==> config.mk <==
export PLATFORM = sky130hd
export DESIGN_NAME = servo_slew_pulse_generator
export DESIGN_NICKNAME = d
export VERILOG_FILES = /design/src/hw/rtl/sspg_pkg.sv /design/src/hw/rtl/sspg_pulse_map.sv /design/src/hw/rtl/servo_slew_pulse_generator.sv
export SDC_FILE = /design/constraint.sdc
export NUM_CORES = 2
export LEC_CHECK = 0
export ABC_CLOCK_PERIOD_IN_PS = 11670
export BUFFER_PORTS_ARGS = -buffer_cell sky130_fd_sc_hd__buf_2
export CORE_UTILIZATION = 35
export CTS_CLUSTER_DIAMETER = 200
export DETAILED_ROUTE_END_ITERATION = 16
export GPL_ROUTABILITY_DRIVEN = 0
export GPL_TIMING_DRIVEN = 0
export PLACE_DENSITY_LB_ADDON = 0.08
export SYNTH_ARGS = -nofsm -noshare
export SYNTH_HDL_FRONTEND = slang
export SYNTH_HIERARCHICAL = 1
export SYNTH_SLANG_ARGS = --single-unit
==> constraint.sdc <==
create_clock -name clock -period 11.67 [get_ports clock]
set_input_delay 2.334 -clock clock [delete_from_list [all_inputs] [get_ports clock]]
set_output_delay 2.334 -clock clock [all_outputs]
set_load 0.02 [all_outputs]
==> src/hw/rtl/sspg_pkg.sv <==
package sspg_pkg;

   localparam int NUM_CH     = 4;
   localparam int CH_W       = 2;
   localparam int ANGLE_W    = 8;
   localparam int STEP_W     = 8;
   localparam int PULSE_W    = 15;
   localparam int CSR_IDX_W  = 2;
   localparam int CSR_DATA_W = 15;

   // Slew arithmetic is done two bits wider so that current plus step cannot wrap.
   localparam int SLEW_W = ANGLE_W + 2;

   // Offset of the clamped angle from minus ninety degrees, 0..180.
   localparam int OFFSET_W  = 8;
   localparam int PRODUCT_W = OFFSET_W + PULSE_W;

   localparam logic signed [ANGLE_W-1:0] ANGLE_LO = -8'sd90;
   localparam logic signed [ANGLE_W-1:0] ANGLE_HI = 8'sd90;
   localparam logic [OFFSET_W-1:0]       OFFSET_FULL = 8'd180;

   // Division by 180 is a shift by two, then a multiply by ceil(2^27 / 45) and a shift by 27.
   // The result is exact for every dividend below 2^23.
   localparam int QUOT_N_W   = PRODUCT_W - 2;
   localparam int DIV_MULT_W = 22;
   localparam int DIV_SHIFT  = 27;
   localparam int DIV_FULL_W = QUOT_N_W + DIV_MULT_W;
   localparam logic [DIV_MULT_W-1:0] DIV_MULT = 22'd2982617;

   localparam logic [PULSE_W-1:0] PULSE_SAT = 15'd32767;

   localparam logic [STEP_W-1:0]  STEP_RESET      = 8'd1;
   localparam logic [PULSE_W-1:0] MIN_PULSE_RESET = 15'd500;
   localparam logic [PULSE_W-1:0] MAX_PULSE_RESET = 15'd2500;

   localparam logic signed [ANGLE_W-1:0] ANGLE_RESET     = 8'sd0;
   localparam logic signed [ANGLE_W-1:0] ANGLE_RESET_CH3 = 8'sd30;

   localparam logic [CSR_IDX_W-1:0] CSR_STEP_SIZE = 2'd0;
   localparam logic [CSR_IDX_W-1:0] CSR_MIN_PULSE = 2'd1;
   localparam logic [CSR_IDX_W-1:0] CSR_MAX_PULSE = 2'd2;

   localparam logic ACTION_SET_TARGET = 1'b0;
   localparam logic ACTION_TICK       = 1'b1;

   typedef struct packed {
      logic load_mul;
      logic load_out;
   } stage_ctl_type;

endpackage

==> src/hw/rtl/sspg_pulse_map.sv <==
module sspg_pulse_map (
   input  logic                                    clock,
   input  sspg_pkg::stage_ctl_type                 ctl,
   input  logic signed [sspg_pkg::ANGLE_W-1:0]     angle,
   input  logic        [sspg_pkg::PULSE_W-1:0]     span,
   input  logic        [sspg_pkg::PULSE_W-1:0]     min_pulse,
   output logic        [sspg_pkg::PULSE_W-1:0]     pulse
);

   logic [sspg_pkg::OFFSET_W-1:0]   offset;
   logic signed [sspg_pkg::ANGLE_W:0] offset_wide;
   logic [sspg_pkg::PRODUCT_W-1:0]  product_in;
   logic [sspg_pkg::PRODUCT_W-1:0]  product_ff;
   logic [sspg_pkg::DIV_FULL_W-1:0] quot_full;
   logic [sspg_pkg::PULSE_W:0]      quot;
   logic [sspg_pkg::PULSE_W+1:0]    sum;
   logic [sspg_pkg::PULSE_W-1:0]    pulse_in;
   logic [sspg_pkg::PULSE_W-1:0]    pulse_ff;

   // Clamp to the mechanical range and shift so that minus ninety degrees is zero.
   always_comb begin
      offset_wide = {angle[sspg_pkg::ANGLE_W-1], angle}
                  - {sspg_pkg::ANGLE_LO[sspg_pkg::ANGLE_W-1], sspg_pkg::ANGLE_LO};
      if (angle < sspg_pkg::ANGLE_LO) begin
         offset = '0;
      end else if (angle > sspg_pkg::ANGLE_HI) begin
         offset = sspg_pkg::OFFSET_FULL;
      end else begin
         offset = offset_wide[sspg_pkg::OFFSET_W-1:0];
      end
      product_in = sspg_pkg::PRODUCT_W'(offset) * sspg_pkg::PRODUCT_W'(span);
   end

   always_comb begin
      quot_full = sspg_pkg::DIV_FULL_W'(product_ff[sspg_pkg::PRODUCT_W-1:2])
                * sspg_pkg::DIV_FULL_W'(sspg_pkg::DIV_MULT);
      quot      = quot_full[sspg_pkg::DIV_SHIFT +: (sspg_pkg::PULSE_W + 1)];
      sum       = {1'b0, quot} + {2'b00, min_pulse};
      if (sum > {2'b00, sspg_pkg::PULSE_SAT}) begin
         pulse_in = sspg_pkg::PULSE_SAT;
      end else begin
         pulse_in = sum[sspg_pkg::PULSE_W-1:0];
      end
   end

   always_ff @(posedge clock) begin
      if (ctl.load_mul) begin
         product_ff <= product_in;
      end
      if (ctl.load_out) begin
         pulse_ff <= pulse_in;
      end
   end

   assign pulse = pulse_ff;

endmodule

==> src/hw/rtl/servo_slew_pulse_generator.sv <==
// Pipeline: a transaction is accepted into the state update, then passes the span multiply
// and the divide and offset stages. Throughput: one transaction per cycle unless a stalled
// output backs up all three stages; they advance independently, so a bubble is filled even
// while a result waits at the output.
// Reset is synchronous: angles, step size and pulse limits return to their defaults.
module servo_slew_pulse_generator (
   input  logic                                   clock,
   input  logic                                   reset,
   input  logic                                   req_valid,
   output logic                                   req_stall,
   input  logic                                   req_action,
   input  logic        [sspg_pkg::CH_W-1:0]       req_channel,
   input  logic signed [sspg_pkg::ANGLE_W-1:0]    req_target_angle,
   output logic                                   rsp_valid,
   input  logic                                   rsp_stall,
   output logic        [sspg_pkg::PULSE_W-1:0]    rsp_pulse_ch0,
   output logic        [sspg_pkg::PULSE_W-1:0]    rsp_pulse_ch1,
   output logic        [sspg_pkg::PULSE_W-1:0]    rsp_pulse_ch2,
   output logic        [sspg_pkg::PULSE_W-1:0]    rsp_pulse_ch3,
   output logic                                   rsp_all_settled,
   input  logic                                   csr_wr_en,
   input  logic        [sspg_pkg::CSR_IDX_W-1:0]  csr_index,
   input  logic        [sspg_pkg::CSR_DATA_W-1:0] csr_wdata
);

   logic [sspg_pkg::STEP_W-1:0]  step_ff;
   logic [sspg_pkg::PULSE_W-1:0] min_pulse_ff;
   logic [sspg_pkg::PULSE_W-1:0] max_pulse_ff;
   logic [sspg_pkg::PULSE_W-1:0] span;

   logic signed [sspg_pkg::ANGLE_W-1:0] cur_ff  [sspg_pkg::NUM_CH];
   logic signed [sspg_pkg::ANGLE_W-1:0] cur_in  [sspg_pkg::NUM_CH];
   logic signed [sspg_pkg::ANGLE_W-1:0] tgt_ff  [sspg_pkg::NUM_CH];
   logic signed [sspg_pkg::ANGLE_W-1:0] tgt_in  [sspg_pkg::NUM_CH];
   logic signed [sspg_pkg::ANGLE_W-1:0] snap_ff [sspg_pkg::NUM_CH];
   logic signed [sspg_pkg::SLEW_W-1:0]  cur_ext [sspg_pkg::NUM_CH];
   logic signed [sspg_pkg::SLEW_W-1:0]  tgt_ext [sspg_pkg::NUM_CH];
   logic signed [sspg_pkg::SLEW_W-1:0]  up_ext  [sspg_pkg::NUM_CH];
   logic signed [sspg_pkg::SLEW_W-1:0]  dn_ext  [sspg_pkg::NUM_CH];
   logic signed [sspg_pkg::SLEW_W-1:0]  step_ext;
   logic [sspg_pkg::PULSE_W-1:0]        pulse   [sspg_pkg::NUM_CH];

   logic settled_in;
   logic snap_settled_ff;
   logic mul_settled_ff;
   logic rsp_settled_ff;
   logic snap_valid_ff;
   logic mul_valid_ff;
   logic rsp_valid_ff;

   logic load_snap;
   logic load_mul;
   logic load_out;
   logic req_accept;
   sspg_pkg::stage_ctl_type ctl;

   // Each stage loads when the stage after it is empty or handing its transaction on.
   assign load_out   = !rsp_valid_ff || !rsp_stall;
   assign load_mul   = !mul_valid_ff || load_out;
   assign load_snap  = !snap_valid_ff || load_mul;
   assign req_stall  = !load_snap;
   assign req_accept = req_valid && load_snap;
   assign ctl.load_mul = load_mul;
   assign ctl.load_out = load_out;

   assign span = (max_pulse_ff >= min_pulse_ff) ? (max_pulse_ff - min_pulse_ff) : '0;

   always_ff @(posedge clock) begin
      if (reset) begin
         step_ff      <= sspg_pkg::STEP_RESET;
         min_pulse_ff <= sspg_pkg::MIN_PULSE_RESET;
         max_pulse_ff <= sspg_pkg::MAX_PULSE_RESET;
      end else if (csr_wr_en) begin
         case (csr_index)
            sspg_pkg::CSR_STEP_SIZE: step_ff      <= csr_wdata[sspg_pkg::STEP_W-1:0];
            sspg_pkg::CSR_MIN_PULSE: min_pulse_ff <= csr_wdata[sspg_pkg::PULSE_W-1:0];
            sspg_pkg::CSR_MAX_PULSE: max_pulse_ff <= csr_wdata[sspg_pkg::PULSE_W-1:0];
            default: ;
         endcase
      end
   end

   assign step_ext = {{(sspg_pkg::SLEW_W - sspg_pkg::STEP_W){1'b0}}, step_ff};

   always_comb begin
      settled_in = 1'b1;
      for (int i = 0; i < sspg_pkg::NUM_CH; i++) begin
         cur_ext[i] = {{2{cur_ff[i][sspg_pkg::ANGLE_W-1]}}, cur_ff[i]};
         tgt_ext[i] = {{2{tgt_ff[i][sspg_pkg::ANGLE_W-1]}}, tgt_ff[i]};
         up_ext[i]  = cur_ext[i] + step_ext;
         dn_ext[i]  = cur_ext[i] - step_ext;
         cur_in[i]  = cur_ff[i];
         tgt_in[i]  = tgt_ff[i];
         if (req_action == sspg_pkg::ACTION_SET_TARGET) begin
            if (req_channel == sspg_pkg::CH_W'(i)) begin
               tgt_in[i] = req_target_angle;
            end
            if (cur_ff[i] != tgt_in[i]) begin
               settled_in = 1'b0;
            end
         end else begin
            // Pulses show a tick's move, the flag the state before; channels stop at targets.
            if (cur_ff[i] < tgt_ff[i]) begin
               settled_in = 1'b0;
               cur_in[i]  = (up_ext[i] > tgt_ext[i]) ? tgt_ff[i]
                                                     : up_ext[i][sspg_pkg::ANGLE_W-1:0];
            end else if (cur_ff[i] > tgt_ff[i]) begin
               settled_in = 1'b0;
               cur_in[i]  = (dn_ext[i] < tgt_ext[i]) ? tgt_ff[i]
                                                     : dn_ext[i][sspg_pkg::ANGLE_W-1:0];
            end
         end
      end
   end

   always_ff @(posedge clock) begin
      if (reset) begin
         for (int i = 0; i < sspg_pkg::NUM_CH; i++) begin
            cur_ff[i] <= (i == sspg_pkg::NUM_CH - 1) ? sspg_pkg::ANGLE_RESET_CH3
                                                    : sspg_pkg::ANGLE_RESET;
            tgt_ff[i] <= (i == sspg_pkg::NUM_CH - 1) ? sspg_pkg::ANGLE_RESET_CH3
                                                    : sspg_pkg::ANGLE_RESET;
         end
         snap_valid_ff <= 1'b0;
         mul_valid_ff  <= 1'b0;
         rsp_valid_ff  <= 1'b0;
      end else begin
         if (req_accept) begin
            for (int i = 0; i < sspg_pkg::NUM_CH; i++) begin
               cur_ff[i] <= cur_in[i];
               tgt_ff[i] <= tgt_in[i];
            end
         end
         if (load_snap) begin
            snap_valid_ff <= req_accept;
         end
         if (load_mul) begin
            mul_valid_ff <= snap_valid_ff;
         end
         if (load_out) begin
            rsp_valid_ff <= mul_valid_ff;
         end
      end
   end

   always_ff @(posedge clock) begin
      if (req_accept) begin
         for (int i = 0; i < sspg_pkg::NUM_CH; i++) begin
            snap_ff[i] <= cur_in[i];
         end
         snap_settled_ff <= settled_in;
      end
      if (load_mul) begin
         mul_settled_ff <= snap_settled_ff;
      end
      if (load_out) begin
         rsp_settled_ff <= mul_settled_ff;
      end
   end

   for (genvar g = 0; g < sspg_pkg::NUM_CH; g++) begin : g_ch
      sspg_pulse_map u_map (
         .clock     (clock),
         .ctl       (ctl),
         .angle     (snap_ff[g]),
         .span      (span),
         .min_pulse (min_pulse_ff),
         .pulse     (pulse[g])
      );
   end

   assign rsp_valid       = rsp_valid_ff;
   assign rsp_pulse_ch0   = pulse[0];
   assign rsp_pulse_ch1   = pulse[1];
   assign rsp_pulse_ch2   = pulse[2];
   assign rsp_pulse_ch3   = pulse[3];
   assign rsp_all_settled = rsp_settled_ff;

   // An empty output stage lets the whole pipeline move.
   a_no_stall_when_out_empty: assert property (@(posedge clock) disable iff (reset)
      !rsp_valid_ff |-> !req_stall)
      else $error("input stalled while the output stage is empty");

   // A result only appears when the multiply stage held a transaction.
   a_rsp_from_pipeline: assert property (@(posedge clock) disable iff (reset)
      $rose(rsp_valid_ff) |-> $past(mul_valid_ff))
      else $error("result appeared without a transaction behind it");

   // A tick never carries a channel that lies below its target past it.
   for (genvar g = 0; g < sspg_pkg::NUM_CH; g++) begin : g_chk
      a_no_overshoot: assert property (@(posedge clock) disable iff (reset)
         (req_accept && req_action == sspg_pkg::ACTION_TICK && cur_ff[g] < tgt_ff[g])
         |=> (cur_ff[g] <= $past(tgt_ff[g]) && cur_ff[g] >= $past(cur_ff[g])))
         else $error("channel moved past its target");
   end

endmodule

==> impl_metrics.yaml <==
logic_synthesis:
  synth_top_cells_by_area: "fa_1 26%, ha_1 24%, edfxtp_1 12%"
  ys_ff_latch: 284
  synth_top_family_by_area: "adder cells"
  synth-xor-area-share: 0.0430
  synth-seq-area-share: 0.133
  synth_top_area_share: 0.265
  synthAdderAreaFrac: 0.504
  synthTopCellsByCount: "1365 x inv_1, 1163 x ha_1, 805 x fa_1"
  synth_most_common_cell: "inv_1"
  ys_async_sr_fraction: 0
  synthMuxAreaShare: 0.0165
  synth_warnings: 6
  netlist_area_mm2: 0.0609
  synth_top_flop_cell: "edfxtp_1"
  synth_edf_count: 243
  synth_cell_types: 115
  synth_compound_area_frac: 0.0931
  synth_nets: 8407
  yosysTopAreaCell: "fa_1"
  syn-instance-count: 6406
  syn_avg_cell_area_um2: 9.50
  synth-simple-area-share: 0.120
sta:
  rsz0062_at_grt: "false"
  worst_pin_slew_ps: 1250
  drv_slew: 0
  setup_tns_ps: 0
  finalCritPeriodShare: 0.845
  hold_viol: 0
  fin_skew_ps: 25.1
  fin_crit_ps: 9860
  finalSetupViolations: 0
  relSlewSlack: 0.165
  max_freq_mhz: 101
layout:
  synthToLayoutAreaGrowth_pct: 8.76
  fin_nets: 8568
  final_layout_size_suffix_gt1_frac: 0.0464
  final_area_mm2: 0.0662
  multi_input_area_mm2: 0.0474
  regArea_mm2: 0.00812
  nFillCells: 17400
cts:
  cts.sinks: 284
  clk_path_buf_depth: 3
  cts_root_buf: "clkbuf_16"
  cts_inserted_buffers: 42
  clock_latency_ps: 670
  hold_buffers: 0
  h-tree-depth: 2
  path_clk_slew_ps: 60
  cts_setup_buffers: 0
  cts_resized: 0
  cts_tree: "yes"
worst_setup_path:
  path_max_fanout: 17
  crit_top_cell: "fa_1"
  crit_required_ps: 12050
  cp-end-kind: "flip-flop"
  path_class: "flip-flop to flip-flop"
  r2r_cells: 26
  slowest_delay_ps: 1130
  start_kind: "flip-flop"
  r2r-start: "min_pulse_ff[1]"
  rr_endpoint: "g_ch[3].u_map/product_ff[22]"
  r2r_setup_slack_ps: 1810
  slowest_stage: "dfxtp_1"
  worst_ep_arrival_time_ps: 10240
routing:
  drt_iter0_drc: 2033
  vias: 43600
  wl_um: 175000
  drc_errors: 0
  ant_nets: 0
  avgRoutedWirePerCell_um: 19.6
  drt-vias-per-instance: 4.89
  dr.pass1.iters: 5
global_routing:
  grt.total_usage: 0.202
  antenna_found_initial: 18
  grt_pass1_wl_um: 271000
  grt_max_degree: 59
  overflow: 0
  first_global_vias: 45200
hold_path:
  hp-class: "flip-flop to flip-flop"
  holdPathStages: 0
  min_to: "rsp_all_settled"
  min-delay-start: "mul_settled_ff"
die:
  die_w_um: 419
  initial_utilization: 0.354
  design.die.area_mm2: 0.176
  die_h_um: 419
  row_count: 152
  core_mm2: 0.172
  io_pins: 96
placed_design:
  io_buffer_count: 93
  dpl_cell_area_mm2: 0.0648
  dp_hpwl_um: 150000
status:
  status: "finished clean"
flow_run:
  maxCapViolations: 0
==> layout make-up <==
class / instances / area share
Buffer: 96 / 0.00597
Clock buffer: 44 / 0.0160
Multi-Input combinational cell: 4661 / 0.716
Antenna cell: 5 / 0.000189
Inverter: 1365 / 0.0774
Timing Repair Buffer: 117 / 0.0135
Clock inverter: 33 / 0.00490
Sequential cell: 284 / 0.123
Tap cell: 2310 / 0.0437
==> stage by stage <==
stage / setup slack [ps] / util / instances / hold WS (ps)
2_1_floorplan: 3440 / - / 6406 / 400
3_3_place_gp: -2300 / 0.373 / 8809 / 430
3_5_place_dp: 1810 / 0.376 / 8833 / 424
4_1_cts: 1750 / 0.385 / 8910 / 438
5_1_grt: 1300 / 0.385 / 8911 / 440
6_report: 1810 / 0.385 / 8915 / 437
==> worst max-delay path, delay by kind of cell (launching register included) <==
kind | cells | cell delay, ps
XOR/XNOR | 1 | 430
flip-flops | 1 | 1130
adder cells (fa/ha/maj) | 6 | 2800
AND/OR/NAND/NOR | 6 | 1260
buffers and inverters | 4 | 1290
AO/OA/AOI/OAI | 9 | 2650
==> logic make-up (layout without fill, tap and decap cells) <==
| group | Yosys count | count (layout) |
|---|---|---|
| AO/OA/AOI/OAI | 832 | 832 |
| other | 0 | 5 |
| buffers and inverters | 1461 | 1655 |
| flip-flops | 284 | 284 |
| AND/OR/NAND/NOR | 1465 | 1465 |
| XOR/XNOR | 298 | 298 |
| multiplexers | 98 | 98 |
| adder cells (fa/ha/maj) | 1968 | 1968 |
==> metal layers <==
layer  GRT usage  vias up  routed length (um)
met5           0        -                   0
met4      0.0432        0                3740
li1            -    21400                   -
met2       0.327      567               79500
met3      0.0174      131                5170
met1       0.292    21500               86400
==> registers in the layout, indices dropped and copies added (netlist names) <==
register,flops
g_ch.u_map/pulse,60
snap_settled_ff,1
rsp_valid,1
cur_ff,32
snap_valid_ff,1
step_ff,8
mul_settled_ff,1
max_pulse_ff,15
min_pulse_ff,15
g_ch.u_map/product_ff,84
snap_ff,32
mul_valid_ff,1
tgt_ff,32
rsp_all_settled,1
==> cells in the final DEF, fill, tap and decap left out, types with 64 or more instances in the layout <==
| master | count |
|---|---|
| inv_1 | 1364 |
| ha_1 | 1163 |
| fa_1 | 805 |
| nand2_1 | 498 |
| nor2_1 | 261 |
| a21oi_1 | 250 |
| edfxtp_1 | 243 |
| and2_1 | 215 |
| xnor2_1 | 187 |
| o21ai_0 | 119 |
| xor2_1 | 110 |
| a21o_1 | 95 |
| buf_2 | 94 |
| mux2i_1 | 84 |
| clkbuf_1 | 83 |
| nor3_1 | 82 |
| nor2b_1 | 64 |
==> worst max-delay path by stage <==
stage                                       from                            to  slack, ps
detailed placement               min_pulse_ff[1]  g_ch[1].u_map/product_ff[22]       1810
global placement                 min_pulse_ff[1]  g_ch[3].u_map/product_ff[22]      -2300
finish                           min_pulse_ff[1]  g_ch[3].u_map/product_ff[22]       1810
CTS                              min_pulse_ff[1]  g_ch[3].u_map/product_ff[22]       1750
global route                     min_pulse_ff[1]  g_ch[1].u_map/product_ff[22]       1300
floorplan           g_ch[1].u_map/product_ff[15]        g_ch[1].u_map/pulse[9]       3440
Power is left out: the tool's default activity adds up to more than one toggle a clock period on the data nets, which glitch-free logic cannot reach.
